<file path="config.mk">
export PLATFORM = sky130hd
export DESIGN_NAME = trapezoidal_path_motion_profiler_core
export DESIGN_NICKNAME = d
export VERILOG_FILES = /design/src/rtl/tpmp_pkg.sv /design/src/rtl/tpmp_mul.sv /design/src/rtl/tpmp_obuf.sv /design/src/rtl/trapezoidal_path_motion_profiler_core.sv
export SDC_FILE = /design/constraint.sdc
export NUM_CORES = 2
export LEC_CHECK = 0
export BUFFER_PORTS_ARGS = -buffer_cell sky130_fd_sc_hd__buf_2
export CAP_MARGIN = 20
export CORE_ASPECT_RATIO = 1.75
export CORE_MARGIN = 2
export CORE_UTILIZATION = 30
export CTS_CLUSTER_DIAMETER = 200
export CTS_CLUSTER_SIZE = 10
export DETAILED_ROUTE_END_ITERATION = 10
export GPL_ROUTABILITY_DRIVEN = 0
export HOLD_SLACK_MARGIN = 0.15
export PLACE_DENSITY = 0.4
export SLEW_MARGIN = 20
export SYNTH_ARGS = -nofsm -noshare
export SYNTH_HDL_FRONTEND = slang
export SYNTH_SLANG_ARGS = --single-unit
</file>
<file path="constraint.sdc">
create_clock -name clk -period 11.2 [get_ports clk]
set_input_delay 2.24 -clock clk [delete_from_list [all_inputs] [get_ports clk]]
set_output_delay 2.24 -clock clk [all_outputs]
set_load 0.1 [all_outputs]
</file>
<file path="src/rtl/tpmp_pkg.sv">
`timescale 1ns / 1ps
// ----------------------------------------------------------------------------
// tpmp_pkg: shared types and constants for the trapezoidal path profiler
// widths of the fixed point fields, command and register codes, result record
// ----------------------------------------------------------------------------
package tpmp_pkg;

  localparam int POS_W      = 32;  // q24.8 distances
  localparam int SPD_W      = 24;  // q16.8 speed and acceleration
  localparam int DT_W       = 16;  // q0.16 seconds
  localparam int KIND_W     = 2;
  localparam int CFG_IDX_W  = 3;
  localparam int CFG_DATA_W = 32;

  // shared multiplier operand widths: adist * 2a is the widest product
  localparam int MUL_A_W = POS_W;
  localparam int MUL_B_W = SPD_W + 1;
  localparam int PROD_W  = MUL_A_W + MUL_B_W;
  localparam int VV_W    = 2 * SPD_W;

  localparam int IN_TDATA_W  = ((DT_W + POS_W + 7) / 8) * 8;
  localparam int RES_W       = POS_W + SPD_W + 2;
  localparam int OUT_TDATA_W = ((RES_W + 7) / 8) * 8;

  localparam logic [SPD_W-1:0] ONE_Q8 = SPD_W'(256);

  typedef enum logic [KIND_W-1:0] {
    KIND_TICK       = 2'd0,
    KIND_SET_TARGET = 2'd1,
    KIND_SET_POS    = 2'd2,
    KIND_STOP       = 2'd3
  } kind_t;

  typedef enum logic [CFG_IDX_W-1:0] {
    CFG_ACCEL     = 3'd0,
    CFG_MAX_SPEED = 3'd1,
    CFG_TOL       = 3'd2,
    CFG_MIN_BRAKE = 3'd3,
    CFG_PATH_LEN  = 3'd4
  } cfg_idx_t;

  // operand pairs of the shared multiplier
  typedef enum logic [1:0] {
    MUL_VV   = 2'd0,  // v * v
    MUL_BRK  = 2'd1,  // adist * 2a
    MUL_DV   = 2'd2,  // a * dt
    MUL_STEP = 2'd3   // v * dt
  } mul_op_t;

  // result record, position in the low bits
  typedef struct packed {
    logic             reached;
    logic             moving;
    logic [SPD_W-1:0] speed;
    logic [POS_W-1:0] position;
  } result_t;

endpackage

</file>
<file path="src/rtl/tpmp_mul.sv">
`timescale 1ns / 1ps
// ----------------------------------------------------------------------------
// tpmp_mul: shared multiplier of the profiler
// selects one operand pair per cycle while en is high and registers the product
// ----------------------------------------------------------------------------
module tpmp_mul (
  input  logic                             clk,
  input  logic                             en,
  input  tpmp_pkg::mul_op_t                op,
  input  logic [tpmp_pkg::SPD_W-1:0]       speed,
  input  logic [tpmp_pkg::POS_W-1:0]       adist,
  input  logic [tpmp_pkg::SPD_W-1:0]       accel,
  input  logic [tpmp_pkg::DT_W-1:0]        dt,
  output logic [tpmp_pkg::PROD_W-1:0]      prod_r
);

  logic [tpmp_pkg::MUL_A_W-1:0] opa;
  logic [tpmp_pkg::MUL_B_W-1:0] opb;

  always_comb begin
    case (op)
      tpmp_pkg::MUL_VV: begin
        opa = tpmp_pkg::MUL_A_W'(speed);
        opb = tpmp_pkg::MUL_B_W'(speed);
      end
      tpmp_pkg::MUL_BRK: begin
        opa = adist;
        opb = {accel, 1'b0};
      end
      tpmp_pkg::MUL_DV: begin
        opa = tpmp_pkg::MUL_A_W'(accel);
        opb = tpmp_pkg::MUL_B_W'(dt);
      end
      tpmp_pkg::MUL_STEP: begin
        opa = tpmp_pkg::MUL_A_W'(speed);
        opb = tpmp_pkg::MUL_B_W'(dt);
      end
      default: begin
        opa = '0;
        opb = '0;
      end
    endcase
  end

  always_ff @(posedge clk) begin
    if (en) begin
      prod_r <= tpmp_pkg::PROD_W'(opa) * tpmp_pkg::PROD_W'(opb);
    end
  end

endmodule

</file>
<file path="src/rtl/tpmp_obuf.sv">
`timescale 1ns / 1ps
// ----------------------------------------------------------------------------
// tpmp_obuf: result output register
// holds one finished result until the downstream side takes it
// ----------------------------------------------------------------------------
module tpmp_obuf (
  input  logic                                 clk,
  input  logic                                 rst_n,
  input  logic                                 load,
  input  tpmp_pkg::result_t                    data,
  output logic                                 free,
  output logic                                 out_tvalid,
  input  logic                                 out_tready,
  output logic [tpmp_pkg::OUT_TDATA_W-1:0]     out_tdata
);

  logic              valid_r, valid_nxt;
  tpmp_pkg::result_t data_r;

  assign free      = !valid_r || out_tready;
  assign valid_nxt = load ? 1'b1 : (out_tready ? 1'b0 : valid_r);

  always_ff @(posedge clk) begin
    if (!rst_n) begin
      valid_r <= 1'b0;
    end else begin
      valid_r <= valid_nxt;
    end
  end

  always_ff @(posedge clk) begin
    if (load) begin
      data_r <= data;
    end
  end

  assign out_tvalid = valid_r;
  assign out_tdata  = tpmp_pkg::OUT_TDATA_W'(data_r);

endmodule

</file>
<file path="src/rtl/trapezoidal_path_motion_profiler_core.sv">
`timescale 1ns / 1ps
// ----------------------------------------------------------------------------
// trapezoidal_path_motion_profiler_core: trapezoidal speed profile along a path
// moves a q24.8 position toward a target, one command per request
// ----------------------------------------------------------------------------
// usage
//   in_*  : command requests; in_tuser carries the command kind (tick, set
//           target, set position, stop), in_tdata the time step and distance
//   out_* : exactly one result per command: position, speed, moving, reached
//   cfg_* : register writes (acceleration, max speed, tolerance, min braking
//           distance, path length), only while no command is in flight
// timing
//   out_tvalid rises once the result is loaded from ST_DONE into the output
//   register; set position, stop and a tick while idle or with zero time go
//   through ST_EXEC only; set target and a tick that arrives on the tolerance
//   check add ST_DIST; a tick whose speed falls to zero adds ST_VV, ST_BRK and
//   ST_DV; a tick that steps also passes ST_STEP and ST_POS
//   the block takes one request at a time; in_tready returns the cycle after
//   the result is handed to the output register; a stepping tick makes four
//   passes through the single shared multiplier (v*v, adist*2a, a*dt, v*dt)
//   plus their compare steps
//   braking uses adist*2a <= v*v, which equals adist <= floor(v*v / 2a)
// reset
//   rst_n low clears position, target, speed and the move flag, and loads the
//   register reset values; no result is pending afterward
// stall
//   a result waits in the output register while out_tready is low; a new
//   request is still taken, but its result waits until the register frees up
// ----------------------------------------------------------------------------
module trapezoidal_path_motion_profiler_core (
  input  logic                                clk,
  input  logic                                rst_n,
  // request channel
  input  logic                                in_tvalid,
  output logic                                in_tready,
  input  logic [tpmp_pkg::IN_TDATA_W-1:0]     in_tdata,   // elapsed_time, distance
  input  logic [tpmp_pkg::KIND_W-1:0]         in_tuser,   // kind
  // result channel
  output logic                                out_tvalid,
  input  logic                                out_tready,
  output logic [tpmp_pkg::OUT_TDATA_W-1:0]    out_tdata,  // position, speed, moving,
                                                          // reached, zero pad
  // register write port
  input  logic                                cfg_we,
  input  logic [tpmp_pkg::CFG_IDX_W-1:0]      cfg_index,
  input  logic [tpmp_pkg::CFG_DATA_W-1:0]     cfg_wdata
);

  // one-hot sequencer states
  typedef enum logic [8:0] {
    ST_IDLE = 9'b000000001,
    ST_EXEC = 9'b000000010,  // decode command, apply set target, set position and stop
    ST_DIST = 9'b000000100,  // distance to target, tolerance check, issue v*v
    ST_VV   = 9'b000001000,  // latch v*v, issue adist*2a
    ST_BRK  = 9'b000010000,  // braking compare, issue a*dt
    ST_DV   = 9'b000100000,  // speed update
    ST_STEP = 9'b001000000,  // issue v*dt with new speed
    ST_POS  = 9'b010000000,  // crossing test and position update
    ST_DONE = 9'b100000000   // hand result to output register
  } state_t;

  localparam int POS_W = tpmp_pkg::POS_W;
  localparam int SPD_W = tpmp_pkg::SPD_W;
  localparam int DT_W  = tpmp_pkg::DT_W;

  // configuration registers
  logic [SPD_W-1:0] acc_r, max_speed_r;
  logic [POS_W-1:0] tol_r, min_brk_r, path_r;

  // sequencer and command
  state_t              state_r, state_nxt;
  tpmp_pkg::kind_t     kind_r;
  logic [DT_W-1:0]     dt_r;
  logic [POS_W-1:0]    din_r;

  // motion state
  logic [POS_W-1:0]    pos_r, pos_nxt;
  logic [POS_W-1:0]    tgt_r, tgt_nxt;
  logic [SPD_W-1:0]    speed_r, speed_nxt;
  logic                active_r, active_nxt;
  logic                reached_r, reached_nxt;

  // tick scratch
  logic [POS_W-1:0]           adist_r, adist_nxt;
  logic                       dir_r, dir_nxt;
  logic [tpmp_pkg::VV_W-1:0]  vv_r, vv_nxt;
  logic                       near_r, near_nxt;

  // datapath
  logic [SPD_W-1:0]               acc_eff;
  logic                           dir_up;
  logic [POS_W-1:0]               adist_c;
  logic [POS_W-1:0]               pos_arrive;
  logic [tpmp_pkg::PROD_W-1:0]    prod_r;
  logic [SPD_W-1:0]               prod_q16;
  logic [SPD_W-1:0]               spd_dec, spd_inc, spd_new;
  logic [SPD_W:0]                 spd_sum;
  logic [POS_W-1:0]               pos_step;
  logic                           mul_en;
  tpmp_pkg::mul_op_t              mul_op;
  logic                           in_fire;
  logic                           obuf_free, obuf_load;
  tpmp_pkg::result_t              result;

  function automatic logic [POS_W-1:0] clamp_pos(input logic [POS_W-1:0] x,
                                                 input logic [POS_W-1:0] lim);
    clamp_pos = (x > lim) ? lim : x;
  endfunction

  // register writes
  always_ff @(posedge clk) begin
    if (!rst_n) begin
      acc_r       <= tpmp_pkg::ONE_Q8;
      max_speed_r <= tpmp_pkg::ONE_Q8;
      tol_r       <= '0;
      min_brk_r   <= '0;
      path_r      <= '0;
    end else if (cfg_we) begin
      case (tpmp_pkg::cfg_idx_t'(cfg_index))
        tpmp_pkg::CFG_ACCEL:     acc_r       <= cfg_wdata[SPD_W-1:0];
        tpmp_pkg::CFG_MAX_SPEED: max_speed_r <= cfg_wdata[SPD_W-1:0];
        tpmp_pkg::CFG_TOL:       tol_r       <= cfg_wdata[POS_W-1:0];
        tpmp_pkg::CFG_MIN_BRAKE: min_brk_r   <= cfg_wdata[POS_W-1:0];
        tpmp_pkg::CFG_PATH_LEN:  path_r      <= cfg_wdata[POS_W-1:0];
        default: ;  // unused index, write dropped
      endcase
    end
  end

  // zero acceleration behaves as 1.0
  assign acc_eff = (acc_r == '0) ? tpmp_pkg::ONE_Q8 : acc_r;

  // distance to target and the arrival position
  assign dir_up     = tgt_r > pos_r;
  assign adist_c    = dir_up ? (tgt_r - pos_r) : (pos_r - tgt_r);
  assign pos_arrive = clamp_pos(tgt_r, path_r);

  // both a*dt and v*dt are taken as floor(product / 2^16)
  assign prod_q16 = prod_r[DT_W +: SPD_W];

  // speed update: brake saturates at zero, accelerate caps at max speed
  assign spd_dec = (speed_r > prod_q16) ? (speed_r - prod_q16) : '0;
  assign spd_sum = {1'b0, speed_r} + {1'b0, prod_q16};
  assign spd_inc = (spd_sum > {1'b0, max_speed_r}) ? max_speed_r : spd_sum[SPD_W-1:0];
  assign spd_new = near_r ? spd_dec : spd_inc;

  // no step reaches or passes the target here, so the sum stays in range
  assign pos_step = dir_r ? (pos_r + POS_W'(prod_q16)) : (pos_r - POS_W'(prod_q16));

  // shared multiplier issue schedule
  assign mul_en = state_r inside {ST_DIST, ST_VV, ST_BRK, ST_STEP};

  always_comb begin
    case (state_r)
      ST_VV:   mul_op = tpmp_pkg::MUL_BRK;
      ST_BRK:  mul_op = tpmp_pkg::MUL_DV;
      ST_STEP: mul_op = tpmp_pkg::MUL_STEP;
      default: mul_op = tpmp_pkg::MUL_VV;
    endcase
  end

  tpmp_mul u_mul (
    .clk    (clk),
    .en     (mul_en),
    .op     (mul_op),
    .speed  (speed_r),
    .adist  (adist_r),
    .accel  (acc_eff),
    .dt     (dt_r),
    .prod_r (prod_r)
  );

  assign in_tready = (state_r == ST_IDLE);
  assign in_fire   = in_tvalid && in_tready;
  assign obuf_load = (state_r == ST_DONE) && obuf_free;

  // sequencer
  always_comb begin
    state_nxt   = state_r;
    pos_nxt     = pos_r;
    tgt_nxt     = tgt_r;
    speed_nxt   = speed_r;
    active_nxt  = active_r;
    reached_nxt = reached_r;
    adist_nxt   = adist_r;
    dir_nxt     = dir_r;
    vv_nxt      = vv_r;
    near_nxt    = near_r;

    case (state_r)
      ST_IDLE: begin
        if (in_fire) begin
          reached_nxt = 1'b0;
          state_nxt   = ST_EXEC;
        end
      end

      ST_EXEC: begin
        case (kind_r)
          tpmp_pkg::KIND_TICK: begin
            // idle or zero time step: report state as is
            state_nxt = (active_r && (dt_r != '0)) ? ST_DIST : ST_DONE;
          end
          tpmp_pkg::KIND_SET_TARGET: begin
            tgt_nxt   = clamp_pos(din_r, path_r);
            state_nxt = ST_DIST;
          end
          tpmp_pkg::KIND_SET_POS: begin
            pos_nxt   = clamp_pos(din_r, path_r);
            state_nxt = ST_DONE;
          end
          tpmp_pkg::KIND_STOP: begin
            pos_nxt    = clamp_pos(pos_r, path_r);
            speed_nxt  = '0;
            active_nxt = 1'b0;
            state_nxt  = ST_DONE;
          end
          default: state_nxt = ST_DONE;
        endcase
      end

      ST_DIST: begin
        adist_nxt = adist_c;
        dir_nxt   = dir_up;
        if (adist_c <= tol_r) begin
          pos_nxt     = pos_arrive;
          speed_nxt   = '0;
          active_nxt  = 1'b0;
          reached_nxt = 1'b1;
          state_nxt   = ST_DONE;
        end else if (kind_r == tpmp_pkg::KIND_SET_TARGET) begin
          active_nxt = 1'b1;
          state_nxt  = ST_DONE;
        end else begin
          state_nxt = ST_VV;
        end
      end

      ST_VV: begin
        vv_nxt    = prod_r[tpmp_pkg::VV_W-1:0];
        state_nxt = ST_BRK;
      end

      ST_BRK: begin
        // inside braking distance: min distance, or adist*2a <= v*v
        near_nxt  = (adist_r <= min_brk_r) ||
                    (prod_r <= tpmp_pkg::PROD_W'(vv_r));
        state_nxt = ST_DV;
      end

      ST_DV: begin
        if (spd_new == '0) begin
          pos_nxt     = pos_arrive;
          speed_nxt   = '0;
          active_nxt  = 1'b0;
          reached_nxt = 1'b1;
          state_nxt   = ST_DONE;
        end else begin
          speed_nxt = spd_new;
          state_nxt = ST_STEP;
        end
      end

      ST_STEP: begin
        state_nxt = ST_POS;
      end

      ST_POS: begin
        // step reaching or crossing the target ends the move
        if (POS_W'(prod_q16) >= adist_r) begin
          pos_nxt     = pos_arrive;
          speed_nxt   = '0;
          active_nxt  = 1'b0;
          reached_nxt = 1'b1;
        end else begin
          pos_nxt = clamp_pos(pos_step, path_r);
        end
        state_nxt = ST_DONE;
      end

      ST_DONE: begin
        if (obuf_free) begin
          state_nxt = ST_IDLE;
        end
      end

      default: state_nxt = ST_IDLE;
    endcase
  end

  always_ff @(posedge clk) begin
    if (!rst_n) begin
      state_r   <= ST_IDLE;
      pos_r     <= '0;
      tgt_r     <= '0;
      speed_r   <= '0;
      active_r  <= 1'b0;
      reached_r <= 1'b0;
    end else begin
      state_r   <= state_nxt;
      pos_r     <= pos_nxt;
      tgt_r     <= tgt_nxt;
      speed_r   <= speed_nxt;
      active_r  <= active_nxt;
      reached_r <= reached_nxt;
    end
  end

  // command capture and tick scratch, no reset needed
  always_ff @(posedge clk) begin
    if (in_fire) begin
      kind_r <= tpmp_pkg::kind_t'(in_tuser);
      dt_r   <= in_tdata[DT_W-1:0];
      din_r  <= in_tdata[DT_W +: POS_W];
    end
    adist_r <= adist_nxt;
    dir_r   <= dir_nxt;
    vv_r    <= vv_nxt;
    near_r  <= near_nxt;
  end

  assign result.reached  = reached_r;
  assign result.moving   = active_r;
  assign result.speed    = speed_r;
  assign result.position = pos_r;

  tpmp_obuf u_obuf (
    .clk        (clk),
    .rst_n      (rst_n),
    .load       (obuf_load),
    .data       (result),
    .free       (obuf_free),
    .out_tvalid (out_tvalid),
    .out_tready (out_tready),
    .out_tdata  (out_tdata)
  );

  // a stopped profiler never keeps a speed
  a_idle_zero_speed: assert property (@(posedge clk) disable iff (!rst_n)
    !active_r |-> (speed_r == '0))
    else $error("speed held while no move is active");

  // the position update step is only reached during a live move
  a_pos_only_moving: assert property (@(posedge clk) disable iff (!rst_n)
    (state_r == ST_POS) |-> active_r)
    else $error("position step without an active move");

  // an arrival result always reports the move as finished
  a_reached_stopped: assert property (@(posedge clk) disable iff (!rst_n)
    (obuf_load && reached_r) |-> (!active_r && (speed_r == '0)))
    else $error("arrival reported while still moving");

endmodule
</file>
Yosys cells after proc, flatten, opt, wreduce, memory -nomap -nowiden
Cells that the tools add are included.
W data, S select, Z words.
{"block": "classes", "addsub": 6, "mul": 1, "n_lt_le_gt_ge": 11, "n_eq_ne": 28, "muxes": 44, "reduce_logical": 30}
{"operator": "$mux W32", "count": 9}
{"operator": "$mux W24", "count": 8}
{"operator": "$gt A32 B32 Y1", "count": 5}
{"operator": "$pmux W32 S4", "count": 1}
{"operator": "$pmux W24 S4", "count": 1}
{"operator": "$pmux W32 S3", "count": 1}
{"operator": "$pmux W9 S9", "count": 1}
{"operator": "$pmux W25 S3", "count": 1}
{"operator": "$le A32 B32 Y1", "count": 2}
{"operator": "$pmux W32 S2", "count": 1}
{"operator": "$sub A32 B32 Y32", "count": 2}
{"operator": "$le A57 B48 Y1", "count": 1}
{"operator": "$mul A32 B25 Y57", "count": 1}
{"operator": "$mux W9", "count": 6}
{"operator": "$logic_not A24 Y1", "count": 2}
{"operator": "$add A32 B24 Y32", "count": 1}
{"operator": "$ge A24 B32 Y1", "count": 1}
{"operator": "$sub A32 B24 Y32", "count": 1}
{"operator": "$pmux W9 S3", "count": 1}
{"operator": "$add A24 B24 Y25", "count": 1}
{"operator": "$gt A25 B24 Y1", "count": 1}
{"operator": "$gt A24 B24 Y1", "count": 1}
{"operator": "$sub A24 B24 Y24", "count": 1}
{"operator": "$reduce_bool A16 Y1", "count": 1}
{"operator": "32 further kinds", "count": 69}
{"block": "word_totals", "regBits": 491, "input_bits": 90, "out_inout_bits": 66}

Longest topological paths before layout
{"block": "depth", "depth_word": 7, "mapped_depth": 42, "depth_no_buf": 38}

By module
A second synthesis with hierarchy kept.
{"block": "unflattened", "hier_cells": 7026, "area_unflattened_um2": 60123.9}
{"module": "trapezoidal_path_motion_profiler_core", "instances": 1, "cells_each": 3658, "area_each_um2": 30043.8, "seq_area_each_um2": 8828.5}
{"module": "tpmp_mul", "instances": 1, "cells_each": 3299, "area_each_um2": 28240.8, "seq_area_each_um2": 1711.6}
{"module": "tpmp_obuf", "instances": 1, "cells_each": 69, "area_each_um2": 1839.3, "seq_area_each_um2": 1761.7}

Worst setup path before layout
No wires, ideal clock.
{"block": "synth_timing", "path_type": "reg-to-reg", "start": "register state_r[1]", "end": "register u_mul.prod_r[56] in the netlist's numbering (data pin)", "arrival_ns": 9.684, "setup_slack_ns": 1.256, "stages_incl_launch_ff": 41, "period_less_slack_ns": 9.944, "cell_sequence": "dfxtp_1 nor3_1 nand2_1 nor3_1 nand3_1 nand2_1 clkbuf_1 inv_1 ha_1 inv_1 clkbuf_1 a22oi_1 o21ai_0 clkbuf_1 nand2_1 fa_1 fa_1 inv_1 [5 not listed] fa_1 inv_1 fa_1 inv_1 ha_1 a21oi_1 o21ai_0 a221oi_1 o21ai_0 a31oi_1 o22ai_1 a311oi_1 a21oi_1 a41oi_1 nand2b_1 a221o_1 a21oi_1 xnor2_1"}
{"block": "synth_between", "elab_chain_cells": 6}
{"element": "start: declaration", "line": "trapezoidal_path_motion_profiler_core.sv:71", "rtl": "state_t state_r, state_nxt;"}
{"element": "start signal: assignment", "line": "trapezoidal_path_motion_profiler_core.sv:300", "rtl": "state_r <= state_nxt;"}
{"element": "$eq A9 B7 Y1 (tied with other cells)", "line": "trapezoidal_path_motion_profiler_core.sv:154", "rtl": "case (state_r)"}
{"element": "$pmux W2 S3 *", "line": "trapezoidal_path_motion_profiler_core.sv:154"}
{"element": "$eq A2 B2 Y1 or $logic_not A2 Y1 (tied branches)", "line": "tpmp_mul.sv:21", "rtl": "case (op)"}
{"element": "$reduce_or A2 Y1 (no source line)"}
{"element": "$pmux W32 S3 or $pmux W25 S3 (tied branches)", "line": "tpmp_mul.sv:21"}
{"element": "$mul A32 B25 Y57 *", "line": "tpmp_mul.sv:47", "rtl": "prod_r <= tpmp_pkg::PROD_W'(opa) * tpmp_pkg::PROD_W'(opb);"}
{"element": "end signal: assignment", "line": "tpmp_mul.sv:47"}
{"element": "end: declaration", "line": "tpmp_mul.sv:14", "rtl": "output logic [tpmp_pkg::PROD_W-1:0] prod_r"}
Mark *: on every way between the ends. The rest lies on a longest branch, timed or not.
A chain may end at the register's enable or synchronous reset.

Final worst setup path
Ends and elaborated chain as after synthesis.

==> results.ini <==
[outcome]
status = complete, no violations

[setup_path]
path_max_fanout = 12
r2r_cells = 37
critPathKind = register to register
rrSetupSlack_ps = 540
slowest_stage = fa_1
rr_startpoint = state_r[1]
reg2reg_to = u_mul.prod_r[56]
max_stage_delay_ps = 590
required_ps = 11640
cp-end-kind = register
arrival_ps = 11100
cp-start-kind = register
path_common_cell = fa_1

[final_layout]
final_common_cell = inv_1
fillCellCount = 20800
multi_input_comb_area_um2 = 41300
nets = 8335
final_cell_mix = inv_1, nand2_1, nor2_1
layout-drive-gt1-share_pct = 7.03
area_growth_pct = 10.5
regArea_um2 = 12300
final_cells = 9568

[floorplan]
rows = 214
dieWidth_um = 339
core-area_um2 = 194000
initial_core_util_pct = 30.2
chipHeight_um = 589
dieArea_um2 = 200000
io_pins = 156

[placed_design]
io_buffer_count = 149
placed_cells = 9460
place_hpwl_mm = 214
post-place-ws_ps = 620

[logic_synthesis]
syn_inst = 6822
ys_async_sr_fraction_pct = 0
yosysTopAreaCell = fa_1
synth_edf_count = 247
ys_seq_area_share_pct = 20.9
synth.avg_cell_area_um2 = 8.61
synth.distinct_cells = 95
yosysWarnings = 0
ys.flop_type = edfxtp_1
synth_area_um2 = 58700
ys_seq_elements = 491
ys_top_cells_by_area = fa_1, ha_1, edfxtp_1, dfxtp_1, inv_1
synth_top_area_share_pct = 23.6

[detailed_routing]
wl_per_cell_um = 26.9
route.detailed.drc = 0
route.vias.total = 49800
drtIter0Drc = 3365
totalWireLength_mm = 257
detail_route.vias_per_cell = 5.20
ant_nets = 0
firstDrtPassIters = 6

[power_and_ir_drop]
internal-power_uw = 3280
ir_drop_mv = 0.136
swShare_pct = 34.9
p_leak_uw = 0.0284
p_seq_share_pct = 39.4
finalPower_uw = 5030
pwr-share-clk_pct = 36.3
p_switching_uw = 1760
power_density_nw_per_um2 = 77.6
comb_power_share_pct = 24.3

[worst_hold_path]
whs_path_depth = 2
hold_start = min_brk_r[28]
min_path_type = register to register
min_to = min_brk_r[28]

[timing]
post-route-period-util_pct = 95.2
period_needed_ps = 10660
skew_ps = 86.8
setup_viol = 0
setup_ws_ps = 541
setup_tns_ps = 0
holdWs_ps = 453
finalMaxSlewViolations = 0
clock.fmax_ghz = 0.0938
maxSlewHeadroom_pct = 22.9
hold_viol_final = 0
tightest_slew_ps = 1140

[clock_network]
tritoncts = yes
clock_path_buffers = 3
cts_root_buffer = clkbuf_16
clock-sinks = 491
htree_levels = 2
cts_made_buffers = 55
cts_hold_buf = 0
path_clk_slew_ps = 70
worstSkewPairLatency_ps = 760

[grt]
overflow = 0
grt_max_degree = 71
grt_pass1_vias = 53100
grt_pass1_wl_mm = 370
antenna_found_initial = 20
grt.total_usage_pct = 25.6

[run]
maxCapViolCount = 0

Yosys cell counts (all sizes together) (22+ instances only):
library cell	count
a211oi	88
a21o	124
a21oi	488
a22o	22
a22oi	46
a31oi	25
and2	28
and3	23
buf	42
clkbuf	265
dfxtp	244
edfxtp	247
fa	692
ha	626
inv	1099
mux2i	56
nand2	839
nand2b	64
nand3	63
nand4	91
nor2	705
nor2b	55
nor3	67
nor4	54
o211ai	27
o21a	68
o21ai	211
o21bai	36
o22ai	26
xnor2	135
xor2	35
metrics by stage:
step / util (%) / area (um2)
CTS: 33.4 / 64900
global placement: 32.5 / 63200
floorplan: - / 58800
detailed placement: 32.5 / 63200
global route: 33.4 / 64900
finish: 33.4 / 64900
cell families (layout without fill, tap and decap cells):
logic type	count (synthesis)	count (layout)	share of synthesized area, %
adder cells (fa/ha/maj)	1318	1318	36.9
multiplexers	59	59	1.01
AO/OA/AOI/OAI	1313	1313	14.1
XOR/XNOR	170	170	2.53
buffers and inverters	1409	1553	9.13
other	1	11	0.00638
flip-flops	491	491	20.9
AND/OR/NAND/NOR	2061	2061	15.3
per-layer routing:
metal / routed length, um / GRT usage (%) / share of wire [%]
met5: 99 / 0 / 0.038
met4: 21000 / 17.3 / 8.2
met3: 9100 / 2.29 / 3.5
met2: 138000 / 49.4 / 54
met1: 89100 / 25.9 / 35
registers in the layout (all words and copies together), names as in the netlist, 16 cells and up:
name              count
adist_r              32
u_obuf.out_tdata     58
max_speed_r          24
min_brk_r            32
speed_r              24
din_r                32
u_mul.prod_r         57
tol_r                32
vv_r                 48
acc_r                24
dt_r                 16
path_r               32
tgt_r                32
pos_r                32
worst max-delay path by stage:
stage          cells after the start  slack (ps)                to        from
2_1_floorplan                     40        1260  u_mul.prod_r[56]  state_r[1]
5_1_grt                           39         -10  u_mul.prod_r[56]  state_r[1]
6_report                          37         540  u_mul.prod_r[56]  state_r[1]
3_5_place_dp                      38         620  u_mul.prod_r[56]  state_r[1]
3_3_place_gp                      38         650  u_mul.prod_r[56]  state_r[1]
4_1_cts                           38         520  u_mul.prod_r[56]  state_r[1]
critical path: cells and delay by family (launching register included):
kind                     cells  cell delay (ps)
buffers and inverters        9             1440
adder cells (fa/ha/maj)      9             4320
XOR/XNOR                     1               80
AND/OR/NAND/NOR              7             1290
flip-flops                   1              340
AO/OA/AOI/OAI               11             2830
what timing repair did:
item / in CTS / in global routing
buffers inserted: 0 / 2
gates resized for setup: 0 / 8
endpoints found under the setup margin: 0 / 2
power by group through the flow:
stage               clock, uW  combinational [uW]  sequential [uW]
finish                   1830                1220             1980
global route             1930                1310             1990
CTS                      1890                1220             1980
detailed placement          0                1210             2020
global placement            0                1200             2020
floorplan                   0                 743             2000
layout make-up:
class / count / share of cell area (%)
Antenna cell: 5 / 0.0193
Clock buffer: 97 / 2.36
Clock inverter: 4 / 0.152
Inverter: 1102 / 6.39
Multi-Input combinational cell: 4927 / 63.6
Sequential cell: 491 / 19.0
Tap cell: 2592 / 5.00
Timing Repair Buffer: 350 / 3.53
Note: power is estimated with default switching activity, not from simulation.
